**src/hw/rtl/spq_pkg.sv**
```systemverilog
// Shared constants and types for the sorted priority queue.
`default_nettype none

package spq_pkg;

   // Default number of stored values
   localparam int SPQ_DEPTH   = 16;
   // Width of one stored value
   localparam int SPQ_VALUE_W = 32;
   // Width of the occupancy field in a result
   localparam int SPQ_OCC_W   = 5;
   // Byte-padded widths of the stream data words
   localparam int SPQ_REQ_DATA_W = 32;
   localparam int SPQ_RSP_DATA_W = 40;

   // Request command codes
   typedef enum logic {
      CMD_INSERT = 1'b0,
      CMD_REMOVE = 1'b1
   } spq_cmd_type;

endpackage

`default_nettype wire

```
**src/hw/rtl/sorted_priority_queue_unit.sv**
```systemverilog
// Sorted priority queue, smallest value first, kept in a circular memory.
//
//   channel | direction | tdata                          | tuser
//   req_    | in        | [31:0] value                   | [0] command
//   rsp_    | out       | [31:0] removed_value,          | [0] was_empty,
//           |           | [36:32] occupancy, rest zero   | [1] overflow
//
// A remove steps through memory read, head advance and result hand-off.
// An insert walks down from the tail: with one read and one write port, each stored value
// greater than the new one moves up one place per cycle, then the new value is written.
// Reset clears the state, head, count and the result valid flag only; memory contents stay
// as they are, since only positions below the count are read.
// A new request is taken while a finished result still waits on rsp_tready.
`default_nettype none

module sorted_priority_queue_unit
   import spq_pkg::*;
#(
   parameter int QUEUE_DEPTH = SPQ_DEPTH
) (
   input  wire                        clock,
   input  wire                        reset,
   input  wire                        req_tvalid,
   output logic                       req_tready,
   input  wire [SPQ_REQ_DATA_W-1:0]   req_tdata,   // [31:0] value
   input  wire [0:0]                  req_tuser,   // [0] command
   output logic                       rsp_tvalid,
   input  wire                        rsp_tready,
   output logic [SPQ_RSP_DATA_W-1:0]  rsp_tdata,   // [31:0] removed_value, [36:32] occupancy
   output logic [1:0]                 rsp_tuser    // [0] was_empty, [1] overflow
);

   localparam int AW = $clog2(QUEUE_DEPTH);
   localparam int CW = $clog2(QUEUE_DEPTH + 1);
   localparam int PAD_W = SPQ_RSP_DATA_W - SPQ_VALUE_W - SPQ_OCC_W;

   typedef enum logic [1:0] {
      ST_IDLE,
      ST_RM_DATA,
      ST_INS_STEP,
      ST_FINISH
   } state_type;

   state_type                     state_ff, state_in;
   logic [AW-1:0]                 head_ff, head_in;
   logic [CW-1:0]                 count_ff, count_in;
   logic [CW-1:0]                 pos_ff, pos_in;
   logic signed [SPQ_VALUE_W-1:0] val_ff, val_in;
   logic [SPQ_VALUE_W-1:0]        res_value_ff, res_value_in;
   logic                          res_empty_ff, res_empty_in;
   logic                          res_ovf_ff, res_ovf_in;
   logic                          rsp_tvalid_ff, rsp_tvalid_in;
   logic [SPQ_RSP_DATA_W-1:0]     rsp_data_ff, rsp_data_in;
   logic [1:0]                    rsp_user_ff, rsp_user_in;

   logic                          wr_en;
   logic [AW-1:0]                 wr_addr;
   logic [SPQ_VALUE_W-1:0]        wr_data;
   logic [AW-1:0]                 rd_addr;
   logic [SPQ_VALUE_W-1:0]        rd_data;
   logic signed [SPQ_VALUE_W-1:0] rd_signed;
   logic                          rsp_load;
   logic [CW-1:0]                 cnt_m1;
   logic [CW-1:0]                 pos_m2;
   logic [CW+SPQ_OCC_W-1:0]       occ_ext;
   spq_cmd_type                   req_cmd;

   // Map a position in the order onto a memory address behind the head
   function automatic logic [AW-1:0] phys(input logic [AW-1:0] head,
                                          input logic [CW-1:0] off);
      logic [CW:0] sum;
      sum = (CW+1)'(head) + (CW+1)'(off);
      if (sum >= (CW+1)'(QUEUE_DEPTH)) begin
         sum = sum - (CW+1)'(QUEUE_DEPTH);
      end
      return sum[AW-1:0];
   endfunction

   spq_ram #(
      .QUEUE_DEPTH (QUEUE_DEPTH),
      .ADDR_W      (AW)
   ) u_ram (
      .clock   (clock),
      .wr_en   (wr_en),
      .wr_addr (wr_addr),
      .wr_data (wr_data),
      .rd_addr (rd_addr),
      .rd_data (rd_data)
   );

   assign rd_signed = rd_data;
   assign req_cmd   = spq_cmd_type'(req_tuser[0]);
   assign cnt_m1    = count_ff - CW'(1);
   assign pos_m2    = (pos_ff >= CW'(2)) ? (pos_ff - CW'(2)) : '0;
   assign occ_ext   = {{SPQ_OCC_W{1'b0}}, count_ff};

   assign req_tready = (state_ff == ST_IDLE);
   assign rsp_tvalid = rsp_tvalid_ff;
   assign rsp_tdata  = rsp_data_ff;
   assign rsp_tuser  = rsp_user_ff;

   // Sequence each request through the memory
   always_comb begin
      state_in     = state_ff;
      head_in      = head_ff;
      count_in     = count_ff;
      pos_in       = pos_ff;
      val_in       = val_ff;
      res_value_in = res_value_ff;
      res_empty_in = res_empty_ff;
      res_ovf_in   = res_ovf_ff;
      wr_en        = 1'b0;
      wr_addr      = phys(head_ff, pos_ff);
      wr_data      = val_ff;
      rd_addr      = phys(head_ff, '0);
      rsp_load     = 1'b0;

      case (state_ff)
         ST_IDLE: begin
            if (req_tvalid) begin
               val_in       = req_tdata[SPQ_VALUE_W-1:0];
               res_value_in = '0;
               res_empty_in = 1'b0;
               res_ovf_in   = 1'b0;
               if (req_cmd == CMD_REMOVE) begin
                  if (count_ff == '0) begin
                     res_empty_in = 1'b1;
                     state_in     = ST_FINISH;
                  end else begin
                     rd_addr  = phys(head_ff, '0);
                     state_in = ST_RM_DATA;
                  end
               end else if (count_ff == CW'(QUEUE_DEPTH)) begin
                  res_ovf_in = 1'b1;
                  state_in   = ST_FINISH;
               end else if (count_ff == '0) begin
                  // Empty queue: store straight at the head
                  wr_en    = 1'b1;
                  wr_addr  = head_ff;
                  wr_data  = req_tdata[SPQ_VALUE_W-1:0];
                  count_in = CW'(1);
                  state_in = ST_FINISH;
               end else begin
                  // Start the walk down from the tail
                  rd_addr  = phys(head_ff, cnt_m1);
                  pos_in   = count_ff;
                  state_in = ST_INS_STEP;
               end
            end
         end
         ST_RM_DATA: begin
            res_value_in = rd_data;
            head_in      = (head_ff == AW'(QUEUE_DEPTH - 1)) ? '0 : head_ff + AW'(1);
            count_in     = cnt_m1;
            state_in     = ST_FINISH;
         end
         ST_INS_STEP: begin
            wr_en = 1'b1;
            if ((pos_ff != '0) && (rd_signed > val_ff)) begin
               // Move the larger entry up one place, fetch the next one
               wr_data = rd_data;
               pos_in  = pos_ff - CW'(1);
               rd_addr = phys(head_ff, pos_m2);
            end else begin
               wr_data  = val_ff;
               count_in = count_ff + CW'(1);
               state_in = ST_FINISH;
            end
         end
         ST_FINISH: begin
            if (!rsp_tvalid_ff || rsp_tready) begin
               rsp_load = 1'b1;
               state_in = ST_IDLE;
            end
         end
         default: begin
            state_in = ST_IDLE;
         end
      endcase
   end

   // Hold the result until the transfer completes
   always_comb begin
      rsp_tvalid_in = rsp_load || (rsp_tvalid_ff && !rsp_tready);
      rsp_data_in   = rsp_data_ff;
      rsp_user_in   = rsp_user_ff;
      if (rsp_load) begin
         rsp_data_in = {{PAD_W{1'b0}}, occ_ext[SPQ_OCC_W-1:0], res_value_ff};
         rsp_user_in = {res_ovf_ff, res_empty_ff};
      end
   end

   // State and registered outputs
   always_ff @(posedge clock) begin
      if (reset) begin
         state_ff      <= ST_IDLE;
         head_ff       <= '0;
         count_ff      <= '0;
         rsp_tvalid_ff <= 1'b0;
      end else begin
         state_ff      <= state_in;
         head_ff       <= head_in;
         count_ff      <= count_in;
         rsp_tvalid_ff <= rsp_tvalid_in;
      end
      pos_ff       <= pos_in;
      val_ff       <= val_in;
      res_value_ff <= res_value_in;
      res_empty_ff <= res_empty_in;
      res_ovf_ff   <= res_ovf_in;
      rsp_data_ff  <= rsp_data_in;
      rsp_user_ff  <= rsp_user_in;
   end

endmodule

`default_nettype wire

```
**src/hw/rtl/spq_ram.sv**
```systemverilog
// Simple dual-port value store with a registered read port.
`default_nettype none

module spq_ram
   import spq_pkg::*;
#(
   parameter int QUEUE_DEPTH = SPQ_DEPTH,
   parameter int ADDR_W      = $clog2(QUEUE_DEPTH)
) (
   input  wire                     clock,
   input  wire                     wr_en,
   input  wire [ADDR_W-1:0]        wr_addr,
   input  wire [SPQ_VALUE_W-1:0]   wr_data,
   input  wire [ADDR_W-1:0]        rd_addr,
   output logic [SPQ_VALUE_W-1:0]  rd_data
);

   logic [SPQ_VALUE_W-1:0] mem_ff [QUEUE_DEPTH];

   // Write one word per cycle
   always_ff @(posedge clock) begin
      if (wr_en) begin
         mem_ff[wr_addr] <= wr_data;
      end
   end

   // Register the read data
   always_ff @(posedge clock) begin
      rd_data <= mem_ff[rd_addr];
   end

endmodule

`default_nettype wire

```
**config.mk**
```make
export PLATFORM = sky130hd
export DESIGN_NAME = sorted_priority_queue_unit
export DESIGN_NICKNAME = d
export VERILOG_FILES = /design/src/hw/rtl/spq_pkg.sv /design/src/hw/rtl/sorted_priority_queue_unit.sv /design/src/hw/rtl/spq_ram.sv
export SDC_FILE = /design/constraint.sdc
export NUM_CORES = 1
export LEC_CHECK = 0
export ABC_AREA = 1
export ABC_CLOCK_PERIOD_IN_PS = 5600
export BUFFER_PORTS_ARGS = -buffer_cell sky130_fd_sc_hd__buf_2
export CAP_MARGIN = 20
export CORE_UTILIZATION = 40
export CTS_CLUSTER_SIZE = 10
export DETAILED_ROUTE_END_ITERATION = 7
export PLACE_DENSITY = 0.55
export SLEW_MARGIN = 25
export SYNTH_ARGS = -nofsm -noshare
export SYNTH_HDL_FRONTEND = slang
export SYNTH_SLANG_ARGS = --single-unit
```
**constraint.sdc**
```tcl
create_clock -name clock -period 5.6 [get_ports clock]
set_clock_uncertainty 0.1 [all_clocks]
set_input_delay 0.28 -clock clock [delete_from_list [all_inputs] [get_ports clock]]
set_output_delay 0.28 -clock clock [all_outputs]
set_load 0.02 [all_outputs]
```
* Word level (Yosys, flattened, before mapping)
Memories as Yosys holds them, arrays and structs flattened. A register that Yosys moved wholly into a read port is not among the register bits.
Index checks and enable logic that the tools add are counted.
** Storage, ports and cells
- Bits in registers :: 122
- Memory bits (writable) :: 512
- Input bits :: 37
- Output and inout port bits :: 44
- Logic and storage cells :: 115
- Memories :: 1
** Cells by class
- Add/subtract/negate cells :: 12
- $lt $le $gt $ge :: 6
- Equal/unequal tests :: 13
- Muxes and demuxes :: 55
- Reductions and logical operators :: 17
** Memory list
- u_ram.mem_ff :: words 16, width 32, rd ports 1, clocked after Yosys merged registers in 1, write ports 1, line spq_ram.sv:18 : logic [SPQ_VALUE_W-1:0] mem_ff [QUEUE_DEPTH];
** Operator list (number)
- two-way mux 32 bit :: 6
- case mux 32 bit (2 select lines) :: 2
- two-way mux 4 bit :: 15
- two-way mux 5 bit :: 11
- greater-than comparator 32 bit :: 1
- adder 4 x 5 -> 6 bit :: 3
- >= comparator 6 x 5 -> 1 bit, second input constant :: 3
- subtractor 4 x 1 -> 4 bit, second input constant :: 4
- case mux 5 bit (3 select lines) :: 1
- inequality test 2 bit, second input constant :: 7
- AND reduction 6 bit :: 2
- two-way mux 1 bit :: 11
- two-way mux 2 bit :: 5
- case mux 5 bit (2 select lines) :: 1
- subtractor 5 x 1 -> 5 bit, second input constant :: 2
- case mux 2 bit (4 select lines) :: 1
- case mux 4 bit (2 select lines) :: 1
- adder 5 x 1 -> 5 bit, second input constant :: 1
- equality test 5 bit, second input constant :: 1
- >= comparator 4 x 5 -> 1 bit, second input constant :: 1
- >= comparator 5 x 2 -> 1 bit, second input constant :: 1
- zero test 5 bit :: 1
- nonzero test 5 bit :: 1
- subtractor 5 x 2 -> 5 bit, second input constant :: 1
- other kinds (14) :: 20

* Depth between registers and ports, before layout
Gate-level depths: netlist of the first run.
- Word-level depth :: 9
- Mapped depth :: 26
- Depth with buffers taken out :: 24

* Modules after synthesis
A second synthesis of the first run with hierarchy kept.
** Second synthesis, totals
- Cells, all modules :: 2894
- Area total of the unflattened synthesis :: 29723.5 um^2
** Modules (own cells, without submodules)
- spq_ram :: times used 1, cells an instance 2120, area an instance 22730.6 um^2, seq. area each 16015.4 um^2
- sorted_priority_queue_unit :: times used 1, cells an instance 774, area an instance 6993.0 um^2, seq. area each 3543.4 um^2

* Worst setup path before layout of the first run
Ideal clock, no wire load.
- Path kind :: reg2reg
- From :: register count_ff[0]
- To :: memory u_ram.mem_ff[0][0] (enable)
- Library setup time :: 0.421 ns
- Arrival :: 3.515 ns
- Data required time :: 5.079 ns
- Path slack :: 1.564 ns
- Cell stages (with the launch flop) :: 15
- Buffers on the path :: 0
- Period minus slack after synthesis :: 4.036 ns
- Cell sequence :: dfxtp_1 inv_1 ha_1 inv_1 nor3_2 inv_1 nor2_1 inv_1 nor2_1 inv_1 nor2_1 inv_1 o21ai_1 nand3_1 nor2_1
** Between the ends
- Word-level cells in the longest chain between the ends :: 8
- Elaborated cells between the ends (all ways) :: 14
- Classes of those cells :: eq/ne: 1; mux: 12; reduce/logical: 1
** Ends and longest elaborated chain
- from (decl) :: line sorted_priority_queue_unit.sv:46 : logic [CW-1:0] count_ff, count_in;
- from (signal assigned) :: line sorted_priority_queue_unit.sv:203 : count_ff <= count_in;
- zero test 5 bit :: line sorted_priority_queue_unit.sv:136 : end else if (count_ff == '0) begin
- two-way mux 1 bit :: line sorted_priority_queue_unit.sv:136
- two-way mux 1 bit :: line sorted_priority_queue_unit.sv:133 : end else if (count_ff == CW'(QUEUE_DEPTH)) begin
- two-way mux 1 bit :: line sorted_priority_queue_unit.sv:125 : if (req_cmd == CMD_REMOVE) begin
- two-way mux 1 bit :: line sorted_priority_queue_unit.sv:120 : if (req_tvalid) begin
- case mux 1 bit (2 select lines) :: line sorted_priority_queue_unit.sv:118 : case (state_ff)
- two-way mux 1 bit :: line spq_ram.sv:22 : if (wr_en) begin
- two-way mux 1 bit (not written as such) :: line spq_ram.sv:23 : mem_ff[wr_addr] <= wr_data;
- to (decl) :: line spq_ram.sv:18
Several ways; a longest one is shown, not always the timed one.

* Final worst setup path of the first run
- From :: register val_ff[31]
- To :: register u_ram.rd_data[15], read port of u_ram.mem_ff
** Between the ends
- Word-level cells in the longest chain between the ends :: 4
** Ends and longest elaborated chain
- from (decl) :: line sorted_priority_queue_unit.sv:48 : logic signed [SPQ_VALUE_W-1:0] val_ff, val_in;
- from (signal assigned) :: line sorted_priority_queue_unit.sv:207 : val_ff <= val_in;
- greater-than comparator 32 bit :: line sorted_priority_queue_unit.sv:159 : if ((pos_ff != '0) && (rd_signed > val_ff)) begin
- logical AND 1 bit :: line sorted_priority_queue_unit.sv:159
- two-way mux 4 bit :: line sorted_priority_queue_unit.sv:159
- case mux 4 bit (2 select lines) :: line sorted_priority_queue_unit.sv:118
- to (decl) :: line spq_ram.sv:15 : output logic [SPQ_VALUE_W-1:0] rd_data
No other way between the ends.
A chain may end at the register's enable or synchronous reset.

==> summary.md, run 1 <==
| Metric | Value |
|---|---|
| Worst setup path start | val_ff[31]$_DFFE_PP_ |
| Crit path DAT | ~5 ns |
| Synthesized area per cell | ~11 µm² |
| Io pins | between 80 and 90 |
| Most common cell after layout, fill and taps aside | nand3_1 |
| Largest net degree at the start of global routing | 128 |
| YS warnings | 0 |
| Worst R2R Path Depth | 19 |
| Final count of hold timing violations | 0 |
| Vias per cell | approximately 5.2 |
| ANT nets after route | 0 |
| CTS hold repair buffers | 35 |
| Fin. max-slew vios | 0 |
| GRT overflow | 0 |
| Min Clock Period, post-route | 4.47 ns |
| Clock Sinks | about 670 |
| Critical path class | flop to flop |
| Initial DRT Pass Iterations | 5 |
| Total track usage | 0.217 |
| Crit path capture | u_ram.rd_data[15]$_DFF_P_ |
| Post-CTS setup buffer count | 0 |
| Wire per inst | 20.5 µm |
| Final Cycle Share | 0.798 |
| CTS tree | built |
| Detailed-route via count | a little over 20000 |
| Biggest area consumer among synthesized cells | edfxtp_1 |
| Final GP Congestion | approximately 0.84 |
| Total core area | ~74000 µm² |
| Die Ht | 276 µm |
| Clock Pin Slew Worst Setup and Hold Paths | around 0.050 ns |
| Top-area cell type share of the netlist area | 0.623 |
| Cell variety after synth | 38 |
| Status | completed |
| Most used cell, CP | nand2_1 |
| Fin nets | about 3000 |
| Finish-stage setup viols | 0 |
| Num CTS Buffers | 77 |
| RSZ-0062 raised after global routing | false |
| Syn Inst Count | between 2000 and 3000 |
| CP max-delay cell | buf_4 |
| CP max FO | 38 |
| Synth Cell Area | around 30000 µm² |
| Commonest non-fill, non-tap cells in the layout | 624 x nand3_1, 622 x edfxtp_1, 537 x inv_1, 432 x nand2_1, 97 x nand3b_1 |
| Worst setup EP type | flop |
| Htree depth | 3 |
| Critical Path Max Stage Delay | 0.54 ns |
| P&R area growth vs syn | 14.9% |
| Flop-to-flop setup slack | roughly 1.1 ns |
| Drt drc | 0 |
| Levels on crit path | 19 |
| Row cnt | just under 100 |
| Hold Crit Class | input pin to flop |
| Chip width | 276 µm |
| Crit Reg-Reg Startpoint | val_ff[31]$_DFFE_PP_ |
| Vias in the first global route | around 20000 |
| Synth area leaders | edfxtp_1 62%, nand3_1 10%, inv_1 6.7% |
| CP startpoint kind | flop |
| Port Buffers | just under 80 |
| Drt initial violations | approximately 2100 |
| CTS resizes | 0 |
| Initial core utilization | 0.407 |
| Slew @ Worst Pin | about 1.1 ns |
| Seq/Total Area, Yosys | 0.653 |
| Die area | roughly 76000 µm² |
| Clock Tree Buf Depth | 3 |
| Crit Reg-Reg Endpoint | u_ram.rd_data[15]$_DFF_P_ |
| Worst-Skew Late Latency | 0.62 ns |
| Initial antenna violation count | 7 |
| First-pass GRT wire length | approximately 120000 µm |
| Worst slew margin | 0.298 |
| WL final | 81300 µm |
| CP Cell Sequence | inv_1, ha_1, a21oi_1, o21a_1, nand2_1, a21oi_1, nand2_1, nand2_1, nand3_4, nand2_2, nand2_2, nand2_1, inv_2, nor2_4, buf_4, nand3_1, nand3_1, nand3_1, nand2_1 |
| Yosys reg bits | 666 |
| Hpwl dp | 47100 µm |
| Buf+Inv Stages, Crit Path | 3 |
| Max Cap Viol | 0 |
| Peak Freq | about 220 MHz |
| CTS root buffer | clkbuf_16 |
| CP Data Required Time | 6.01 ns |
| Layout cells sized above 1 | 0.0948 |
| Crit-path leading delay family | simple AND/OR/NAND/NOR gates |
| Setup TNS | 0 ns |
metrics by stage:
| step | cells | setup WS (ns) | instance area (µm²) | util | hold WS, ns |
|---|---|---|---|---|---|
| floorplan | 2831 | 1.56 | 30000 | - | 0.249 |
| global placement | 3789 | 1.14 | 31700 | 0.431 | 0.301 |
| detailed placement | 3789 | 1.19 | 31800 | 0.432 | 0.305 |
| CTS | 3963 | 1.17 | 34400 | 0.468 | 0.0713 |
| global route | 3964 | 0.912 | 34400 | 0.468 | 0.165 |
| finish | 3965 | 1.13 | 34400 | 0.468 | 0.0911 |
worst min-delay path: cells and delay by family:
| kind | cells | cell delay, ns |
|---|---|---|
| AO/OA/AOI/OAI | 2 | 0.15 |
| AND/OR/NAND/NOR | 1 | 0.08 |
| buffers and inverters | 3 | 0.22 |
sequential cells by signal, indices dropped and copies added (netlist names), 2 cells and up:
register / flops
u_ram.mem_ff: 512
rsp_tdata: 37
res_value_ff: 32
u_ram.rd_data: 32
val_ff: 32
count_ff: 5
pos_ff: 5
head_ff: 4
rsp_tuser: 2
state_ff: 2
logic make-up after synthesis:
logic type / count (synthesis) / share of synthesized area
flops: 666 / 0.653
compound gates: 148 / 0.0298
simple gates: 1252 / 0.198
buf+inv: 695 / 0.0918
fa+ha+maj: 55 / 0.0237
other cells: 1 / 0.000125
xor+xnor: 12 / 0.00351
layout make-up:
type	count	area (µm²)
Antenna cell	1	2.50
Clock buffer	136	2250
Clock inverter	3	41.3
Fill cell	6769	39100
Inverter	541	2030
Multi-Input combinational cell	1470	7920
Sequential cell	666	19600
Tap cell	959	1200
Timing Repair Buffer	189	1430
worst min-delay path by stage:
stage,start,slack [ns],endpoint,cells after the start
after CTS,rsp_tready,0.07,state_ff[1]$_SDFFE_PP0P_,6
after global routing,req_tvalid,0.16,res_value_ff[5]$_SDFFCE_PN0P_,3
after detailed placement,res_value_ff[14]$_SDFFCE_PN0P_,0.30,rsp_tdata[14]$_DFFE_PP_,0
after floorplan,reset,0.25,rsp_tvalid$_SDFF_PP0_,1
after global placement,res_value_ff[26]$_SDFFCE_PN0P_,0.30,rsp_tdata[26]$_DFFE_PP_,0
final,rsp_tready,0.09,state_ff[1]$_SDFFE_PP0P_,6
Yosys cell counts, drive strengths merged:
master / n
nand3: 628
edfxtp: 622
inv: 540
nand2: 436
nand3b: 97
buf: 93
nor2: 79
clkbuf: 61
o21ai: 60
ha: 52
dfxtp: 44
a21oi: 43
o221ai: 30
xor2: 7
nand4: 6
xnor2: 5
nor3: 4
a211oi: 3
a31oi: 3
fa: 3
a21o: 2
and3: 2
o211ai: 2
o21a: 2
a21boi: 1
a22oi: 1
clkinv: 1
conb: 1
o31ai: 1
routing by layer:
layer | GRT usage | wire length (µm) | part of all wire | up-vias
li1 | - | - | - | 9763
met4 | 0.0661 | 1930 | 0.024 | 4
met5 | 0 | 31 | 0.00038 | -
met2 | 0.354 | 38300 | 0.47 | 828
met3 | 0.0334 | 6270 | 0.077 | 121
met1 | 0.298 | 34800 | 0.43 | 10000
Power of run 1 is not shown: default switching activity piles up to over one toggle a cycle in this logic, so the estimate is an artifact.
==> inputs of run 2 (changes only) <==
- ABC_CLOCK_PERIOD_IN_PS: 5600 -> 4300
- clock period: 5.6 -> 4.3 ns (I/O delays scaled with it)
==> run 2 against run 1 <==
  * Worst hold slack improved by 0.13 ns
  * Global-route usage about the same
  * Cell area grew 0.74%
  * Critical path depth down 1
  * Via count down 0.77%
  * Worst setup slack got worse by 0.95 ns
  * Register-to-register slack lost 0.95 ns
  * Core utilization grew 0.35 points
  * First-iteration DRC count decreased by 9.0%
==> summary.md, run 2 (synthesized netlist as in run 1, its figures left out) <==
| Metric | Value |
|---|---|
| Max FFs per register | 512 (unchanged) |
| Status | completed (unchanged) |
| Placed inst area | 32000 µm² (was 31800 µm²) |
| Fin. max-slew vios | 0 (unchanged) |
| RSZ-0062 raised after global routing | true (was false) |
| Min Clock Period, post-route | 4.12 ns (was 4.47 ns) |
| Row cnt | 99 (unchanged) |
| ANT nets after route | 0 (unchanged) |
| Worst slew margin | 0.364 (was 0.298) |
| CP max FO | 52 (was 38) |
| Layout cells sized above 1 | 0.0998 (was 0.0948) |
| CTS root buffer | clkbuf_16 (unchanged) |
| Die Ht | 276 µm (unchanged) |
| Initial DRT Pass Iterations | 7 (was 5) |
| Drt drc | 0 (unchanged) |
| Worst setup EP type | flop (unchanged) |
| Clock Sinks | 666 (unchanged) |
| Final WS setup | 0.180 ns (was 1.13 ns) |
| Die area | 76000 µm² (unchanged) |
| WL final | 81600 µm (was 81300 µm) |
| GRT overflow | 0 (unchanged) |
| Wl on met1 | 35300 µm (was 34800 µm) |
| Commonest non-fill, non-tap cells in the layout | 624 x nand3_1, 622 x edfxtp_1, 537 x inv_1, 432 x nand2_1, 97 x nand3b_1 (unchanged) |
| Port Buffers | 77 (unchanged) |
| Final GP Congestion | 0.874 (was 0.841) |
| First-pass GRT wire length | 123000 µm (was 124000 µm) |
| Largest net degree at the start of global routing | 176 (was 128) |
| Peak Freq | 243 MHz (was 224 MHz) |
| Clock Pin Slew Worst Setup and Hold Paths | 0.06 ns (was 0.05 ns) |
| P&R area growth vs syn | 15.8% (was 14.9%) |
| Slew @ Worst Pin | 0.954 ns (was 1.05 ns) |
| Final design area excluding fillers | 34700 µm² (was 34400 µm²) |
| Num CTS Buffers | 78 (was 77) |
| Hold Crit Class | input pin to flop (unchanged) |
| WHS | 0.224 ns (was 0.0911 ns) |
| Vias per cell | 5.17 (was 5.23) |
| Worst-Skew Late Latency | 0.63 ns (was 0.62 ns) |
| Final Cycle Share | 0.958 (was 0.798) |
| Critical path class | flop to flop (unchanged) |
| Met3 WL post-DR | 5960 µm (was 6270 µm) |
| Htree depth | 3 (unchanged) |
| DP Worst Slack | 0.130 ns (was 1.19 ns) |
| Most flops, register | u_ram.mem_ff (unchanged) |
| CP Data Required Time | 4.63 ns (was 6.01 ns) |
| Finish-stage setup viols | 0 (unchanged) |
| Detailed-route via count | 20600 (was 20700) |
| Drt initial violations | 1905 (was 2094) |
| Wire per inst | 20.5 µm (about the same) |
| Most common cell after layout, fill and taps aside | nand3_1 (unchanged) |
| Post-CTS setup buffer count | 0 (unchanged) |
| Max Cap Viol | 0 (unchanged) |
| Final count of hold timing violations | 0 (unchanged) |
| Met2 WL | 38200 µm (was 38300 µm) |
| Initial core utilization | 0.407 (unchanged) |
| Hpwl dp | 46900 µm (was 47100 µm) |
| Crit path DAT | 4.45 ns (was 4.88 ns) |
| Clock Tree Buf Depth | 3 (unchanged) |
| Fin nets | 3054 (was 3037) |
| Io pins | 81 (unchanged) |
| CTS tree | built (unchanged) |
| Initial antenna violation count | 6 (was 7) |
| Chip width | 276 µm (unchanged) |
| Max Used Layer | met4 (was met5) |
| Vias in the first global route | 20200 (about the same) |
| Total core area | 73600 µm² (unchanged) |
| Total track usage | 0.217 (about the same) |
| Setup TNS | 0 ns (unchanged) |
| CP startpoint kind | flop (unchanged) |
## run 2: final timing paths
check	slack, ns	cells past startpoint	start	end
worst max-delay path	0.18	18	val_ff[31]$_DFFE_PP_	u_ram.rd_data[12]$_DFF_P_
worst min-delay path	0.22	2	req_tdata[27]	val_ff[27]$_DFFE_PP_
worst max register to register	0.18	18	val_ff[31]$_DFFE_PP_	u_ram.rd_data[12]$_DFF_P_
worst min register to register	0.32	0	res_value_ff[22]$_SDFFCE_PN0P_	rsp_tdata[22]$_DFFE_PP_
## run 2: layer usage
layer  global-route usage  up-vias
met5                    0        -
met4               0.0742        0
met3               0.0383      127
met2                0.352      764
met1                0.292     9893
li1                     -     9791
## run 2: what timing repair did
action                                 CTS  global route
setup endpoints to repair                0             8
resized for setup                        0             4
endpoints found under the hold margin   47             0
hold buffers                            37             0
## run 2: stage by stage
| step | utilization | instances |
|---|---|---|
| final | 0.472 | 3976 |
| after global routing | 0.472 | 3975 |
| after CTS | 0.471 | 3974 |
| after detailed placement | 0.434 | 3803 |
| after global placement | 0.434 | 3802 |
| after floorplan | - | 2831 |
## run 2: cell type report
type                       count  area, µm²
clock inverter                 9        126
fill                        6707      38900
timing repair buffer         205       1720
multi-input combinational   1470       7890
antenna                        1       2.50
tap                          959       1200
clock buffer                 125       2170
sequential                   666      19600
inverter                     541       2030
## run 2: critical path, cell delays in order (launching register included)
cell and delay [ns]:
edfxtp_1 0.35, inv_1 0.07, ha_1 0.46, nand2_1 0.15, nor3_2 0.32, and3_1 0.37, nand2_1 0.14, nand2_1 0.10
nand2_1 0.06, nand2_1 0.07, nand4_1 0.18, nand3_4 0.20, buf_12 0.29, buf_8 0.30, nand3b_1 0.20, nand3_1 0.16
nand3_1 0.08, nand3_1 0.10, nand2_1 0.20
Power of run 2 is left out for the same reason.
